[src/sv/mqts_pkg.sv]
`timescale 1ns / 1ps
// Shared types and constants for the two-stack minimum queue.
// No dependencies; the queue and the minimum unit import this package.
package mqts_pkg;

   // Queue size and derived widths
   localparam int CAPACITY = 64;
   localparam int DEPTH_W  = $clog2(CAPACITY + 1);
   localparam int ADDR_W   = $clog2(CAPACITY);
   localparam int TOTAL_W  = DEPTH_W + 1;
   localparam int DATA_W   = 32;
   localparam int COUNT_W  = 7;

   // Value reported for pop and minimum on an empty queue
   localparam logic signed [DATA_W-1:0] EMPTY_SENTINEL = 32'sd2000000000;

   // Operation codes
   localparam logic FUNC_PUSH = 1'b0;
   localparam logic FUNC_POP  = 1'b1;

   typedef struct packed {
      logic                     func;
      logic signed [DATA_W-1:0] value;
   } req_type;

   typedef struct packed {
      logic signed [DATA_W-1:0]  pop_value;
      logic                      empty_flag;
      logic                      overflow_flag;
      logic signed [DATA_W-1:0]  queue_min;
      logic        [COUNT_W-1:0] count;
   } rsp_type;

   // Removal stack entry: value and the running minimum of the entries below it
   typedef struct packed {
      logic signed [DATA_W-1:0] value;
      logic signed [DATA_W-1:0] below_min;
   } out_entry_type;

   typedef enum logic [2:0] {
      ST_IDLE,
      ST_PUSH,
      ST_POP_RD,
      ST_POP_WB,
      ST_FILL_RD,
      ST_FILL_WR,
      ST_REPORT
   } state_type;

   // Operand routing of the shared minimum unit
   typedef enum logic [1:0] {
      SEL_PUSH,
      SEL_FILL,
      SEL_REPORT
   } min_sel_type;

   typedef struct packed {
      logic              in_we;
      logic [ADDR_W-1:0] in_waddr;
      logic [ADDR_W-1:0] in_raddr;
      logic              out_we;
      logic [ADDR_W-1:0] out_waddr;
      logic [ADDR_W-1:0] out_raddr;
      min_sel_type       min_sel;
   } ctrl_type;

endpackage

[src/sv/mqts_min_unit.sv]
`timescale 1ns / 1ps
// Shared signed 32-bit minimum unit (one compare and a select).
// Depends on mqts_pkg for the data width.
module mqts_min_unit
   import mqts_pkg::*;
(
   input  logic signed [DATA_W-1:0] operand_a,
   input  logic signed [DATA_W-1:0] operand_b,
   output logic signed [DATA_W-1:0] min_value
);

   // Keep operand_a on a tie
   assign min_value = (operand_b < operand_a) ? operand_b : operand_a;

endmodule
[config.mk]
export PLATFORM = sky130hd
export DESIGN_NAME = mqts_min_unit
export DESIGN_NICKNAME = d
export VERILOG_FILES = /design/src/sv/mqts_pkg.sv /design/src/sv/mqts_min_unit.sv
export SDC_FILE = /design/constraint.sdc
export NUM_CORES = 1
export LEC_CHECK = 0
export BUFFER_PORTS_ARGS = -buffer_cell sky130_fd_sc_hd__buf_2
export CORE_MARGIN = 2
export CORE_UTILIZATION = 26
export DETAILED_ROUTE_END_ITERATION = 16
export PLACE_DENSITY = 0.69
export SLEW_MARGIN = 15
export SYNTH_ARGS = -nofsm -noshare
export SYNTH_HDL_FRONTEND = slang
export SYNTH_SLANG_ARGS = --single-unit
[constraint.sdc]
create_clock -name vclk -period 4.1
set_input_delay 1.025 -clock vclk [all_inputs]
set_output_delay 1.025 -clock vclk [all_outputs]
set_load 0.1 [all_outputs]
==> run summary <==
run status - finished, violations left
failing checks - setup timing
Seq/Total Area, Yosys - 0%
global-route wire length before repair - 5610 um
Core Region - 4410 um^2
Hold-fix buffers, CTS - 0
Die X - 71.9 um
fmax - 224 MHz
Post-Syn Area - 1200 um^2
Critical Path Sink Type - primary output
Final Hold Fails - 0
Port Buffers - 96
critical path launch point type - input pin
antenna viol nets, final - 0
crit share post-route - 109%
seq_cells - 0
Slew Viols, Final - 0
Final Util - 59.8%
vias in the first global route - 1358
crit path DAT - 3.44 ns
Vias - 1459
pwr dens - 320 nW/um^2
row count - 24
filler instances - 375
gpl congestion - 0.744
initial antenna violation count - 0
Leak - 1.47 nW
Total GRT Usage - 13.0%
Yosys warnings - 0
worst path required time - 3.07 ns
critical path class - in -> out
post-DR vias/cell - 4.63
layout cell share with drive strength beyond 1 - 64.3%
CLK BUF - 0
Syn Nets - 242
routed wire length - 3920 um
die area - 5170 um^2
Setup WS pre-CTS - -0.483 ns
setup TNS - -10.70 ns
mean routed wirelength per cell - 12.4 um
n_diodes - 0
RSZ-0062 raised after global routing - true
HP Start - operand_a[1]
Max Cap Violations - 0
critical path, cell by cell - buf_2 -> inv_2 -> ha_4 -> a21o_1 -> a221o_1 -> a211oi_2 -> o22ai_2 -> a211oi_4 -> buf_6 -> clkbuf_16 -> mux2_4 -> buf_12
Max stage delay cell, worst path - a211oi_4
synth unique cells - 24
placed cell count - 307
area grow syn2layout - 120%
Residual DRC - 0
number of buffers and inverters on the critical path - 5
final setup fails - 31
top fanout value on the critical path - 5
pin count of the biggest net entering global routing - 10
Worst-Margin Slew - 0.307 ns
Pre-Repair DR Iteration Count - 4
Cells after Synth - 147
crit path from - operand_a[25]
crit path time final - 4.47 ns
I/O pin count - 96
Reg area - 0 um^2
max_slew headroom - 79.5%
Final WS setup - -0.369 ns
worst hold path type - in -> out
Initial Utilization - 27.2%
nets@finish - 360
Detail Placement HPWL - 2920 um
slowest stage delay, CP - 0.34 ns
Initial DRC Count - 25
VDD IR-drop max - 164 uV
final non-filler cell total - 315
hold slack - 2.44 ns
DIE HEIGHT - 71.9 um
syn avg cell area - 8.16 um^2
cell family with most CP delay - compound AO/OA/AOI/OAI gates
grt ovf - 0
## tightest hold or removal path: stages
cell    delay, ns
buf_6        0.07
mux2_4       0.15
buf_12       0.16
## path summary, 6_finish.rpt
check / to / cells past startpoint
worst max-delay path: min_value[24] / 12
worst min-delay path: min_value[1] / 3
## placed cells by master, fill, tap and decap left out, types with 4 or more instances in the layout
| cell type | count |
|---|---|
| buf_2 | 61 |
| mux2_4 | 31 |
| buf_12 | 31 |
| inv_1 | 27 |
| ha_1 | 25 |
| buf_4 | 13 |
| a21oi_1 | 12 |
| buf_6 | 10 |
| nand2_1 | 7 |
| inv_2 | 4 |
| nor2_1 | 4 |
| ha_4 | 4 |
## per-layer routing
layer | GRT usage, % | vias up | part of all wire [%]
met5 | 0 | - | 0
met4 | 1.47 | 0 | 1.2
met3 | 0.556 | 4 | 4.4
met2 | 26.1 | 53 | 55
met1 | 15.6 | 644 | 40
li1 | - | 758 | -
## per-stage QoR
step,area (um^2),total power (W)
after floorplan,1330,0.000513
after global placement,2070,0.000655
after detailed placement,2070,0.000662
after CTS,2470,0.000795
after global routing,2640,0.000879
final,2640,0.000844
## synth_stat cells (all sizes together)
cell | count | area (um^2)
o221ai | 1 | 8.76
and4 | 2 | 17.5
a31oi | 1 | 6.26
ha | 31 | 388
nand4 | 3 | 18.8
mux2 | 32 | 360
a211o | 2 | 17.5
nand3 | 3 | 15.0
nand2b | 1 | 6.26
a221o | 1 | 10.0
nor2 | 4 | 15.0
a211oi | 2 | 32.5
a21oi | 12 | 60.1
a221oi | 1 | 8.76
o22ai | 1 | 6.26
or3 | 1 | 6.26
nand2 | 7 | 26.3
inv | 32 | 120
a21o | 2 | 15.0
o21ai | 3 | 15.0
buf | 3 | 33.8
and2 | 2 | 12.5
## power by group
| part | leakage [nW] | switching [W] | internal [W] | total [W] |
|---|---|---|---|---|
| clock network | 0 | 0 | 0 | 0 |
| logic | 1.47 | 0.000487 | 0.000357 | 0.000844 |
| registers | 0 | 0 | 0 | 0 |
## logic make-up after synthesis
kind of cell | Yosys count | synth area share (%)
buffers and inverters | 35 | 12.8
muxes | 32 | 30.0
adders and majority gates | 31 | 32.3
and+or+nand+nor | 23 | 9.80
AOI/OAI and AO/OA | 26 | 15.0
## area by class of cell
class	instances	area, um^2	share of cell area, %
multi-input cells	112	1240	47.2
well taps	52	65.1	2.47
inverters	32	123	4.65
repair buffers	119	1210	45.7
## timing repair
item | 4_1_cts | 5_1_grt
pin swaps | 3 | 10
gates cloned | 1 | 2
gates resized for setup | 96 | 34
setup buffers | 3 | 4
setup endpoints to repair | 32 | 32
No activity file was read; power rests on OpenSTA's default activity.
