### src/sv/mqts_stack_ram.sv
`timescale 1ns / 1ps
// Single-port-write, single-port-read stack memory with registered read data.
// Generic; sized by its parameters only.
module mqts_stack_ram #(
   parameter int WIDTH = 32,
   parameter int DEPTH = 64
) (
   input  logic                     clock,
   input  logic                     wr_en,
   input  logic [$clog2(DEPTH)-1:0] wr_addr,
   input  logic [WIDTH-1:0]         wr_data,
   input  logic [$clog2(DEPTH)-1:0] rd_addr,
   output logic [WIDTH-1:0]         rd_data
);

   logic [WIDTH-1:0] mem [DEPTH];
   logic [WIDTH-1:0] rd_data_ff;

   // Write one entry
   always_ff @(posedge clock) begin
      if (wr_en) begin
         mem[wr_addr] <= wr_data;
      end
   end

   // Register the read beat
   always_ff @(posedge clock) begin
      rd_data_ff <= mem[rd_addr];
   end

   assign rd_data = rd_data_ff;

endmodule

### config.mk
export PLATFORM = sky130hd
export DESIGN_NAME = mqts_stack_ram
export DESIGN_NICKNAME = d
export VERILOG_FILES = /design/src/sv/mqts_stack_ram.sv
export SDC_FILE = /design/constraint.sdc
export NUM_CORES = 2
export LEC_CHECK = 0
export BUFFER_PORTS_ARGS = -buffer_cell sky130_fd_sc_hd__buf_2
export CAP_MARGIN = 0
export CORE_ASPECT_RATIO = 0.75
export CORE_UTILIZATION = 40
export DETAILED_ROUTE_END_ITERATION = 7
export SETUP_SLACK_MARGIN = 0.02
export SKIP_LAST_GASP = 1
export SLEW_MARGIN = 20
export SYNTH_ARGS = -nofsm -noshare
export SYNTH_HDL_FRONTEND = slang
export SYNTH_SLANG_ARGS = --single-unit
### constraint.sdc
create_clock -name clock -period 5.2 [get_ports clock]
set_clock_uncertainty 0.1 [all_clocks]
set_input_delay 1.04 -clock clock [delete_from_list [all_inputs] [get_ports clock]]
set_output_delay 1.04 -clock clock [all_outputs]
set_load 0.01 [all_outputs]
==> impl_summary.md <==
Floorplan
78 I/O pins were placed. The area enclosed by the die boundary is roughly 200,000 µm². The chip width is ~500 µm. The effective utilization at floorplan is 0.403. In this run the core area contains 140 standard-cell rows. The area inside the core boundary is 195,000 µm².

The die is around 390 µm tall.

Logic synthesis
In this run, distinct cell masters in the synthesized netlist total 34. After synthesis, the cell types taking the most area are edfxtp_1 (78%), mux4_2 (16%), mux2i_1 (1.2%). The Yosys step of the flow raised 0 warnings. The number of nets in the synthesized netlist is ~3,400. In this run, synthesis produced a sequential element count of around 2,100. The post-synthesis cell area is roughly 79,000 µm². The sequential-to-total area share from yosys stat is 0.791. Of the post-synthesis cell area, the dominant cell type holds 0.783. After technology mapping, the gate count stands at 3,324.

After synthesis, the mean cell area works out to approximately 24 µm². The biggest area contributor in the post-synthesis netlist is edfxtp_1.

GRT
The total routing resource utilization after global routing is 0.213. The number of antenna violations at the first check in global routing came to 20. The first global-routing pass estimated about 300 mm of wire. Entering global routing, the biggest net connects between 70 and 80 pins. The via count of the first global-routing pass is between 30,000 and 40,000. The overflow left after global routing is 0.

Detailed routing
The total wirelength of the detailed-routed design is 209 mm. For this run, design rule violations remaining after detail routing come to 0. The detailed router finished its first iteration with ~5,200 violations. The routed layout has about 37,000 vias.

The number of nets with antenna violations after routing is 0. Dividing the detail-routed wire length by the instance count gives between 30 and 40 µm. Before antenna repair, the detailed router went through 5 iterations.

The via density per instance is just under 6.

STA
Dividing the final minimum period by the clock period gives 0.721. The achievable clock frequency is 0.267 GHz. The hold violation count in the final report is 0. Setup repair after global routing left no endpoint under its margin. In the final timing run, aggregate negative setup slack is 0 ns. The final critical path time including I/O delays and setup is roughly 3.7 ns.

The remaining max-slew budget at the tightest pin is 0.286. The max-slew violation total from the final report is 0. For the pin with the worst max-slew slack, the measured transition is 1.07 ns.

The number of failing setup endpoints in the final timing report is 0.

Setup path
The type of destination of the critical path is a flip-flop. The most frequent cell on the critical path is mux4_2. The largest single stage delay on the critical path is between 0.6 and 0.7 ns. STA puts the critical path data arrival time at 4.33 ns. The signal on the critical path passes through buf_8 -> buf_12 -> buf_4 -> mux4_2 -> mux4_2 -> o22ai_1 -> nor2_1. The cell family contributing the most delay on the critical path is buffers and inverters. The worst reg2reg path endpoint is rd_data[28]. In this run the critical register-to-register path is launched from mem[47][28]. The buffering stage count on the worst path with inverters included is 3. The worst setup path is of the in -> reg kind.

The critical path's slowest cell is o22ai_1. Data on the critical path is required at its endpoint by approximately 5.8 ns. The worst register-to-register path has a depth of 4. The worst setup path is launched from an input pin.

Of all nets on the critical path, the largest fanout is slightly above 40. Setup slack on the worst reg-to-reg path comes out at approximately 2.6 ns.

Job
The number of maximum-capacitance violations is 0.

Place
The number of buffer cells added on primary ports is between 70 and 80. The placed instance area is about 84,000 µm². Routability-driven placement finished with a final weighted congestion of 0.782.

Detailed placement ended at an HPWL of around 120 mm.

Finish
The layout-stage area growth over the synthesis result is 14.2%. Summing all non-filler instances in the final layout gives an area of around 90,000 µm². The share of post-route cells with drive strength above 1 is 0.305. The number of filler instances in the final layout is 16,000. The net count of the finished layout is 3,654.

CTS
The latest clock arrival within the worst-skew pair is about 0.84 ns. The cell at the root of the clock tree is clkbuf_16. CTS built an H-tree with a depth of 4. Hold repair after CTS inserted 0 buffers. The clock slew at the register clock pins of the worst setup and hold paths is roughly 0.07 ns.

The longest clock path from root to sink contains 3 buffers. Once the clock tree was built, the setup fixing pass inserted 0 buffers. Counting every sink on the clock net gives ~2,100. The number of gates resized after cts is 0.

The number of buffers created by CTS is between 150 and 200. TritonCTS built the clock tree.

Outcome
The flow ran to the end, and the final reports show no timing, DRC or antenna violations.

Hold path
The path class of the tightest hold or removal check is in -> reg. The startpoint identified for the worst hold timing path is wr_data[6]. Along the worst hold path, the cell count comes to 1. The worst hold path terminates at mem[27][6].

Power
IR analysis of the VDD net gives a maximum drop of ~0.00036 V. The cell area power density is between 300 and 400 nW/µm². Summed over all cells, the static leakage comes to ~28 nW.
## cells in the mapped netlist
cell and count:
a21oi_1 62, a22oi_1 12, a311oi_1 8, a31oi_1 1, a41o_1 4, and2_1 2, and3_1 4, buf_1 21
buf_2 57, buf_4 25, buf_6 5, clkbuf_1 74, dfxtp_1 32, edfxtp_1 2048, mux2i_1 93, mux4_2 544
nand2_1 26, nand2b_1 8, nand3_1 5, nand3b_1 5, nand4_1 2, nand4b_1 1, nor2_1 137, nor2b_1 15
nor3_1 7, o221ai_1 27, o22ai_1 84, o32ai_1 4, or2_0 1, or2_1 1, or2_2 1, or3_1 3
or3b_1 2, or3b_2 3
## metal layers
metal  vias up  track usage  share of wire
li1      14900            -              -
met1     20400        0.317           0.43
met2      1741        0.324           0.46
met3       242       0.0433          0.088
met4         2       0.0445          0.017
met5         -            0       0.000062
## logic make-up (layout without fill, tap and decap cells)
| family | count (synthesis) | in the layout | synth area share |
|---|---|---|---|
| AOI/OAI and AO/OA | 202 | 202 | 0.0167 |
| muxes | 637 | 637 | 0.168 |
| and+or+nand+nor | 223 | 223 | 0.0127 |
| other | 0 | 7 | 0 |
| DFF | 2080 | 2080 | 0.791 |
| buffers and inverters | 182 | 621 | 0.0113 |
## report_power, final
part	leakage [nW]	internal, W	switching [W]
clock	2.93	0.00764	0.00611
sequential	18.7	0.0186	0.0000862
combinational	6.08	0.000654	0.00115
total	27.7	0.0269	0.00735
## cell type report
class | instances | area [µm²] | area share
diodes | 7 | 17.5 | 0.000195
clock buffers | 253 | 5100 | 0.0569
clock inverters | 92 | 918 | 0.0102
multi-input cells | 1062 | 16000 | 0.178
flip-flops and latches | 2080 | 62100 | 0.693
well taps | 2627 | 3290 | 0.0367
repair buffers | 276 | 2200 | 0.0245
## worst max-delay path by stage
stage | start | end | slack [ns] | cells past startpoint
2_1_floorplan | wr_addr[3] | mem[48][0] | 0.90 | 4
3_3_place_gp | rd_addr[0] | rd_data[14] | 0.53 | 7
3_5_place_dp | rd_addr[0] | rd_data[23] | 0.56 | 7
4_1_cts | rd_addr[0] | rd_data[23] | 1.44 | 7
5_1_grt | rd_addr[0] | rd_data[14] | 1.35 | 7
6_report | rd_addr[0] | rd_data[14] | 1.45 | 7
## through the flow
stage               instances  setup slack (ns)  hold slack (ns)   util  power, W
floorplan                3324             0.900            0.563      -    0.0199
global placement         6045             0.530            0.639  0.430    0.0208
detailed placement       6045             0.564            0.669  0.430    0.0208
CTS                      6390              1.44            0.302  0.460    0.0344
global route             6391              1.35            0.337  0.460    0.0351
finish                   6397              1.45            0.349  0.461    0.0342
## registers in the layout, indices dropped and copies added (netlist names)
signal / flops
rd_data: 32
mem: 2048
## cells in the final DEF, fill, tap and decap left out, drive strengths merged, types with 6 or more instances in the layout
cell and n:
dfxtp 32, o221ai 27, inv 6, o22ai 84
nand2b 8, nor3 7, nor2b 15, clkbuf 253
a21oi 62, mux4 544, edfxtp 2048, bufinv 15
mux2i 93, clkinv 67, nor2 137, diode 7
a22oi 12, a311oi 8, nand2 26, buf 276
No activity file was read; power rests on OpenSTA's default activity.
